<file path="src/hdl/kis_pkg.sv">
`timescale 1ns / 1ps

package kis_pkg;

	localparam int KEY_W        = 32;
	localparam int INDEX_W      = 6;
	localparam int COUNT_W      = 7;
	localparam int CAPACITY_DEF = 64;

	localparam int S_TDATA_W = 32;
	localparam int S_TUSER_W = 1;
	localparam int M_TDATA_W = 16;
	localparam int M_TUSER_W = 2;

	// Bit positions in the result on the master side.
	localparam int M_IDX_LSB   = 0;
	localparam int M_CNT_LSB   = INDEX_W;
	localparam int M_FOUND_BIT = 0;
	localparam int M_FULL_BIT  = 1;

	typedef enum logic [0:0] {
		CMD_INSERT = 1'b0,
		CMD_LOOKUP = 1'b1
	} cmd_t;

	// Search token that travels down the row of cells.
	typedef struct packed {
		logic             valid;
		cmd_t             cmd;
		logic [KEY_W-1:0] key;
		logic             hit;
	} tok_t;

	// Broadcast store write from the tail of the row.
	typedef struct packed {
		logic             en;
		logic [KEY_W-1:0] key;
	} wr_t;

endpackage

</file>
<file path="src/hdl/kis_cell.sv">
`timescale 1ns / 1ps

module kis_cell #(
	parameter int SLOT  = 0,
	parameter int IDX_W = 6,
	parameter int CNT_W = 7
) (
	input  logic                clk,
	input  logic                arst_n,
	input  kis_pkg::tok_t       tok_in,
	input  logic [IDX_W-1:0]    idx_in,
	input  logic [CNT_W-1:0]    count,
	input  kis_pkg::wr_t        wr,
	input  logic [IDX_W-1:0]    wr_slot,
	output kis_pkg::tok_t       tok_out,
	output logic [IDX_W-1:0]    idx_out
);

	logic [kis_pkg::KEY_W-1:0] key_q;
	logic                      valid_q;
	kis_pkg::tok_t             tok_q;
	kis_pkg::tok_t             tok_nxt;
	logic [IDX_W-1:0]          idx_q;
	logic                      occupied;
	logic                      match;

	// The slot holds a live key only while it lies below the entry count.
	assign occupied = CNT_W'(SLOT) < count;
	assign match    = tok_in.valid && !tok_in.hit && occupied && (key_q == tok_in.key);

	always_comb begin
		tok_nxt     = tok_in;
		tok_nxt.hit = tok_in.hit || match;
	end

	always_ff @(posedge clk) begin
		if (wr.en && (wr_slot == IDX_W'(SLOT))) begin
			key_q <= wr.key;
		end
	end

	always_ff @(posedge clk or negedge arst_n) begin
		if (!arst_n) begin
			valid_q <= 1'b0;
		end else begin
			valid_q <= tok_in.valid;
		end
	end

	always_ff @(posedge clk) begin
		tok_q <= tok_nxt;
		idx_q <= match ? IDX_W'(SLOT) : idx_in;
	end

	always_comb begin
		tok_out       = tok_q;
		tok_out.valid = valid_q;
	end

	assign idx_out = idx_q;

endmodule

</file>
<file path="src/hdl/key_to_index_set.sv">
// A search token walks the row of key cells one slot per cycle; its result then passes a
// holding register into the output register on the master side. Only one request is in
// flight: the next request enters once the previous result has reached the output register.
// Reset: arst_n clears the entry count and all handshake state; stored keys are not
// cleared, since a slot is only compared while it lies below the entry count.
`timescale 1ns / 1ps

module key_to_index_set #(
	parameter int CAPACITY = kis_pkg::CAPACITY_DEF
) (
	input  logic                            clk,
	input  logic                            arst_n,
	// Command side.
	input  logic                            s_tvalid,
	output logic                            s_tready,
	input  logic [kis_pkg::S_TDATA_W-1:0]   s_tdata,   // [31:0] key
	input  logic [kis_pkg::S_TUSER_W-1:0]   s_tuser,   // [0] cmd
	// Result side.
	output logic                            m_tvalid,
	input  logic                            m_tready,
	output logic [kis_pkg::M_TDATA_W-1:0]   m_tdata,   // [5:0] index, [12:6] count, [15:13] 0
	output logic [kis_pkg::M_TUSER_W-1:0]   m_tuser    // [0] found, [1] full_res
);

	localparam int IDX_W = $clog2(CAPACITY);
	localparam int CNT_W = $clog2(CAPACITY + 1);

	// The chain of cells. Each cell owns one slot of the key store and compares its
	// key against the token as it passes; the first occupied slot that matches marks
	// the token as a hit and stamps its slot number. Entry 0 is the token that enters
	// on an accepted request, entry CAPACITY is what leaves the last cell.
	kis_pkg::tok_t    tok_c [0:CAPACITY];
	logic [IDX_W-1:0] idx_c [0:CAPACITY];

	kis_pkg::wr_t     wr;
	logic [IDX_W-1:0] wr_slot;
	logic [CNT_W-1:0] count_q;
	logic [CNT_W-1:0] count_nxt;

	logic accept;
	logic busy_q;

	assign s_tready = !busy_q;
	assign accept   = s_tvalid && s_tready;

	assign tok_c[0] = '{
		valid: accept,
		cmd:   kis_pkg::cmd_t'(s_tuser[0]),
		key:   s_tdata[kis_pkg::KEY_W-1:0],
		hit:   1'b0
	};
	assign idx_c[0] = '0;

	for (genvar g = 0; g < CAPACITY; g++) begin : g_slot
		kis_cell #(
			.SLOT  (g),
			.IDX_W (IDX_W),
			.CNT_W (CNT_W)
		) u_slot (
			.clk     (clk),
			.arst_n  (arst_n),
			.tok_in  (tok_c[g]),
			.idx_in  (idx_c[g]),
			.count   (count_q),
			.wr      (wr),
			.wr_slot (wr_slot),
			.tok_out (tok_c[g+1]),
			.idx_out (idx_c[g+1])
		);
	end

	// When the token leaves the last cell, every occupied slot has been compared.
	// A miss on an insert appends the key at the slot named by the entry count,
	// unless the table is already full, in which case the key is dropped and the
	// full flag goes out instead. Only one request is in flight, so the store and
	// the count are settled before the next token enters the row.
	kis_pkg::tok_t    tail;
	logic [IDX_W-1:0] tail_idx;
	logic             miss_ins;
	logic             room;
	logic [IDX_W-1:0] res_idx;
	logic             res_full;

	assign tail     = tok_c[CAPACITY];
	assign tail_idx = idx_c[CAPACITY];
	assign miss_ins = tail.valid && !tail.hit && (tail.cmd == kis_pkg::CMD_INSERT);
	assign room     = count_q < CNT_W'(CAPACITY);

	always_comb begin
		wr.en  = miss_ins && room;
		wr.key = tail.key;
	end
	assign wr_slot   = count_q[IDX_W-1:0];
	assign count_nxt = count_q + CNT_W'(wr.en);
	assign res_full  = miss_ins && !room;
	assign res_idx   = tail.hit ? tail_idx : (wr.en ? count_q[IDX_W-1:0] : '0);

	// Index and count are reported in their low bits only when the capacity runs past
	// the field widths; narrower internal values are zero-extended.
	logic [kis_pkg::INDEX_W+IDX_W-1:0] idx_wide;
	logic [kis_pkg::COUNT_W+CNT_W-1:0] cnt_wide;

	assign idx_wide = {{kis_pkg::INDEX_W{1'b0}}, res_idx};
	assign cnt_wide = {{kis_pkg::COUNT_W{1'b0}}, count_nxt};

	// The result as it goes out on the master side, with the unused tdata bits at zero.
	logic [kis_pkg::M_TDATA_W-1:0] res_data;
	logic [kis_pkg::M_TUSER_W-1:0] res_user;

	always_comb begin
		res_data = '0;
		res_data[kis_pkg::M_IDX_LSB +: kis_pkg::INDEX_W] = idx_wide[kis_pkg::INDEX_W-1:0];
		res_data[kis_pkg::M_CNT_LSB +: kis_pkg::COUNT_W] = cnt_wide[kis_pkg::COUNT_W-1:0];
		res_user = '0;
		res_user[kis_pkg::M_FOUND_BIT] = tail.hit;
		res_user[kis_pkg::M_FULL_BIT]  = res_full;
	end

	always_ff @(posedge clk or negedge arst_n) begin
		if (!arst_n) begin
			count_q <= '0;
		end else if (wr.en) begin
			count_q <= count_nxt;
		end
	end

	// The finished result waits in a holding register so that it can leave the row
	// even while the previous result is still stalled on the master side.
	logic                          pend_valid_q;
	logic [kis_pkg::M_TDATA_W-1:0] pend_data_q;
	logic [kis_pkg::M_TUSER_W-1:0] pend_user_q;
	logic                          m_tvalid_q;
	logic [kis_pkg::M_TDATA_W-1:0] m_tdata_q;
	logic [kis_pkg::M_TUSER_W-1:0] m_tuser_q;
	logic                          out_load;

	assign out_load = pend_valid_q && (!m_tvalid_q || m_tready);

	always_ff @(posedge clk) begin
		if (tail.valid) begin
			pend_data_q <= res_data;
			pend_user_q <= res_user;
		end
		if (out_load) begin
			m_tdata_q <= pend_data_q;
			m_tuser_q <= pend_user_q;
		end
	end

	always_ff @(posedge clk or negedge arst_n) begin
		if (!arst_n) begin
			pend_valid_q <= 1'b0;
			m_tvalid_q   <= 1'b0;
			busy_q       <= 1'b0;
		end else begin
			if (tail.valid) begin
				pend_valid_q <= 1'b1;
			end else if (out_load) begin
				pend_valid_q <= 1'b0;
			end

			if (out_load) begin
				m_tvalid_q <= 1'b1;
			end else if (m_tready) begin
				m_tvalid_q <= 1'b0;
			end

			// A request owns the row from acceptance until its result reaches the
			// output register.
			if (accept) begin
				busy_q <= 1'b1;
			end else if (out_load) begin
				busy_q <= 1'b0;
			end
		end
	end

	assign m_tvalid = m_tvalid_q;
	assign m_tdata  = m_tdata_q;
	assign m_tuser  = m_tuser_q;

endmodule

</file>
<file path="config.mk">
export PLATFORM = sky130hd
export DESIGN_NAME = key_to_index_set
export DESIGN_NICKNAME = d
export VERILOG_FILES = /design/src/hdl/kis_pkg.sv /design/src/hdl/kis_cell.sv /design/src/hdl/key_to_index_set.sv
export SDC_FILE = /design/constraint.sdc
export NUM_CORES = 2
export LEC_CHECK = 0
export BUFFER_PORTS_ARGS = -buffer_cell sky130_fd_sc_hd__clkbuf_2
export CAP_MARGIN = 20
export CORE_MARGIN = 2
export CORE_UTILIZATION = 50
export DETAILED_ROUTE_END_ITERATION = 10
export MAX_ROUTING_LAYER = met4
export PLACE_DENSITY = 0.69
export RECOVER_POWER = 100
export SETUP_SLACK_MARGIN = 0.4
export SLEW_MARGIN = 20
export SYNTH_ARGS = -nofsm -noshare
export SYNTH_HDL_FRONTEND = slang
export SYNTH_HIERARCHICAL = 1
export SYNTH_SLANG_ARGS = --single-unit
</file>
<file path="constraint.sdc">
create_clock -name clk -period 6 [get_ports clk]
set_input_delay 0.9 -clock clk [delete_from_list [all_inputs] [get_ports clk]]
set_output_delay 0.9 -clock clk [all_outputs]
set_load 0.01 [all_outputs]
</file>
==> metrics.yaml <==
die-area_um2: 300000
power_density_nw_per_um2: 372
grt_pass1_vias: 72900
skew_ns: 0.0538
row_count: 199
port_buffers: 53
drv_slew: 2389
clk_path_buf_depth: 4
rsz0062_at_grt: "false"
via_per_inst: 5.47
antenna_found_initial: 50
critPathKind: "reg -> reg"
dp.cells: 12700
wl_per_cell_um: 27.4
die_h_um: 548
grt_first_pass_wirelength_mm: 524
nFillCells: 22000
dr.pass1.iters: 5
tightest_slew_ns: 3.88
fin_crit_ns: 4.72
grt_overflow: 0
power_frac_clock: 0.432
path_buf_inv: 1
grt_max_degree: 80
synthFlopType: "dfxtp_1"
pwr-share-comb: 0.012
drtAntennaViolNets: 0
power_w: 0.0623
htree_levels: 5
initial_utilization: 0.503
ff2ff_path_depth: 1
worstSetupStartpointType: "flip-flop"
syn_avg_cell_area_um2: 17.1
critPathArrivalTime_ns: 5.23
root_buffer: "clkbuf_16"
slowest_delay_ns: 2.85
worst-r2r-setup-slack_ns: 1.28
drtIter0Drc: 8198
crit_path_max_fanout: 41
synth-seq-cells: 4712
violations: "max-capacitance violations, max-slew violations"
ys_types: 96
timing_hold_violations_final: 0
drc: 0
status: "finished with violations"
cp_top_family: "flip-flops"
post_cts_resized: 0
r2r-start: "g_slot[63].u_slot/tok_out[27]$_DFF_P_"
post_cts_buffers: 0
whs_ns: 0.0506
p_sw_frac: 0.201
max_slew_margin: -1.59
fin_util: 0.569
holdBufCountCts: 0
via_count: 73800
yosysSeqAreaShare: 0.781
crit_chain: "clkbuf_2"
power.switching_w: 0.0125
internal-power_w: 0.0497
finalSetupViolCount: 0
cts_made_buffers: 429
ir_drop_v: 0.000274
clkLatencyLatePin_ns: 0.92
grt_usage: 0.249
die_x_um: 548
cp_slowest_cell: "dfxtp_1"
fin_nets: 9221
cp.depth: 1
area_growth_pct: 13.1
min_path_type: "in -> async"
core_area_um2: 294000
netlist_area_um2: 148000
synth-edff-count: 2078
gp_congestion: 0.916
pwr-share-seq: 0.556
io_pins: 57
setup_tns_ns: 0
layout-drive-gt1-share: 0.112
reg2reg_to: "g_slot[41].u_slot/key_q[26]$_DFFE_PP_"
p_leak_nw: 54.1
synth_cells: 8648
cts_tree: "done"
endpoint_kind: "flip-flop"
synth_warnings: 6
maxCapViolations: 75
cp_data_required_time_ns: 6.50
synthArstFlopShare: 0.0157
fmax_mhz: 212
hpwl_mm: 237
regArea_um2: 116000
finalWirelength_mm: 370
clkTransAtPathRegs_ns: 0.06
multi_input_area_um2: 31200
cts.sinks: 4712
post-route-period-util: 0.787
final_cells: 13500
layer usage:
| layer | wire, um | GRT usage | share of wire | vias to the layer above |
|---|---|---|---|---|
| met5 | 0 | - | 0 | - |
| li1 | - | - | - | 32400 |
| met4 | 9780 | 0.0681 | 0.026 | 0 |
| met2 | 179000 | 0.403 | 0.48 | 2956 |
| met1 | 155000 | 0.333 | 0.42 | 37900 |
| met3 | 25800 | 0.0319 | 0.070 | 539 |
cells in the mapped netlist, types with 8 or more instances:
cell       count  area [um2]
nand4_2       16         200
and4_1        52         455
and4_2        23         230
dfxtp_1     2560       51200
o31a_1       167        1460
inv_1        125         469
nand3_1       65         325
edfxtp_1    2078       62400
nand4_1      144         901
nand4b_1      23         201
or4_4          8        90.1
o31ai_1       68         510
or4_1         13        97.6
o2111a_1      11         124
xnor2_1      320        2800
nor4_2       105        1310
a31o_2        95         832
nor4_1       279        1750
nand2_1       64         240
xnor2_2       10         163
nor2b_1       26         163
nor4b_1       20         175
nor4bb_1       8        80.1
nor4_4        26         553
nor2_1        43         161
xor2_1      1693       14800
o2111ai_1     10        87.6
a31o_1        90         788
a31oi_1       27         169
dfrtp_1       74        1850
nand4bb_1      8        90.1
and3_1        45         282
buf_4         67         503
nor3_1        81         405
nand2b_1      21         131
a21oi_1       14        70.1
registers in the layout (all words and copies together) (netlist names):
name,count
g_slot.u_slot/valid_q,64
g_slot.u_slot/idx_out,384
pend_valid_q,1
m_tdata,13
pend_user_q,2
busy_q,1
pend_data_q,13
g_slot.u_slot/key_q,2048
m_tvalid,1
count_q,7
m_tuser,2
g_slot.u_slot/tok_out,2176
worst max-delay path by stage:
stage                                                startpoint                                     to  slack [ns]
after floorplan                          count_q[6]$_DFFE_PN0N_   g_slot[11].u_slot/key_q[0]$_DFFE_PP_        0.50
after detailed placement    g_slot[63].u_slot/valid_q$_DFF_PN0_  g_slot[34].u_slot/key_q[19]$_DFFE_PP_        2.56
after global placement      g_slot[63].u_slot/valid_q$_DFF_PN0_  g_slot[34].u_slot/key_q[21]$_DFFE_PP_        2.62
after CTS                   g_slot[63].u_slot/valid_q$_DFF_PN0_  g_slot[34].u_slot/key_q[19]$_DFFE_PP_        2.53
after global routing       g_slot[63].u_slot/tok_out[2]$_DFF_P_    g_slot[9].u_slot/key_q[1]$_DFFE_PP_        1.33
final                     g_slot[63].u_slot/tok_out[27]$_DFF_P_  g_slot[41].u_slot/key_q[26]$_DFFE_PP_        1.28
power groups by stage:
stage          clock network, W  registers (W)  logic (W)
2_1_floorplan                 0         0.0349   0.000564
3_3_place_gp                  0         0.0353   0.000697
3_5_place_dp                  0         0.0353   0.000717
4_1_cts                  0.0272         0.0346   0.000730
5_1_grt                  0.0285         0.0347   0.000791
6_report                 0.0269         0.0346   0.000722
stage by stage:
stage	instance area [um2]	worst slack, ns
4_1_cts	168000	2.53
3_5_place_dp	154000	2.56
2_1_floorplan	148000	0.502
3_3_place_gp	154000	2.62
6_report	167000	1.28
5_1_grt	167000	1.33
cells in the final DEF, fill, tap and decap left out, types with 17 or more instances in the layout:
master,count
nor4b_1,20
nor3_1,80
a31oi_1,27
a31o_1,90
clkbuf_1,187
xor2_1,1693
o31ai_1,68
xnor2_1,320
buf_4,66
clkinv_1,32
nor2b_1,26
and3_1,47
nor4_4,26
o2111ai_1,17
diode_2,17
o31a_1,167
nand3_1,66
nor4_1,282
inv_1,125
dfrtp_1,68
nand4_1,150
clkinv_2,69
clkbuf_16,454
or4_1,19
and4_2,18
nor4_2,102
nand4b_1,23
a31o_2,95
dfxtp_1,2560
clkbuf_2,26
nand2b_1,21
and4_1,57
nor2_1,39
nand2_1,64
edfxtp_1,2078
clkbuf_8,79
cell families after synthesis:
| kind of cell | share of synthesized area |
|---|---|
| flops | 0.781 |
| compound gates | 0.0340 |
| other cells | 0.0000254 |
| mux | 0.000228 |
| buf+inv | 0.00695 |
| simple gates | 0.0572 |
| fa+ha+maj | 0.000169 |
| xor+xnor | 0.120 |
area by class of cell:
cell class                 count  area share
sequential                  4712       0.691
clock inverter               155     0.00762
tap                         3919      0.0293
inverter                     127     0.00285
timing repair buffer         168     0.00578
antenna                       17    0.000254
clock buffer                 648      0.0770
multi-input combinational   3744       0.186
Power figures use the tool's default switching activity.
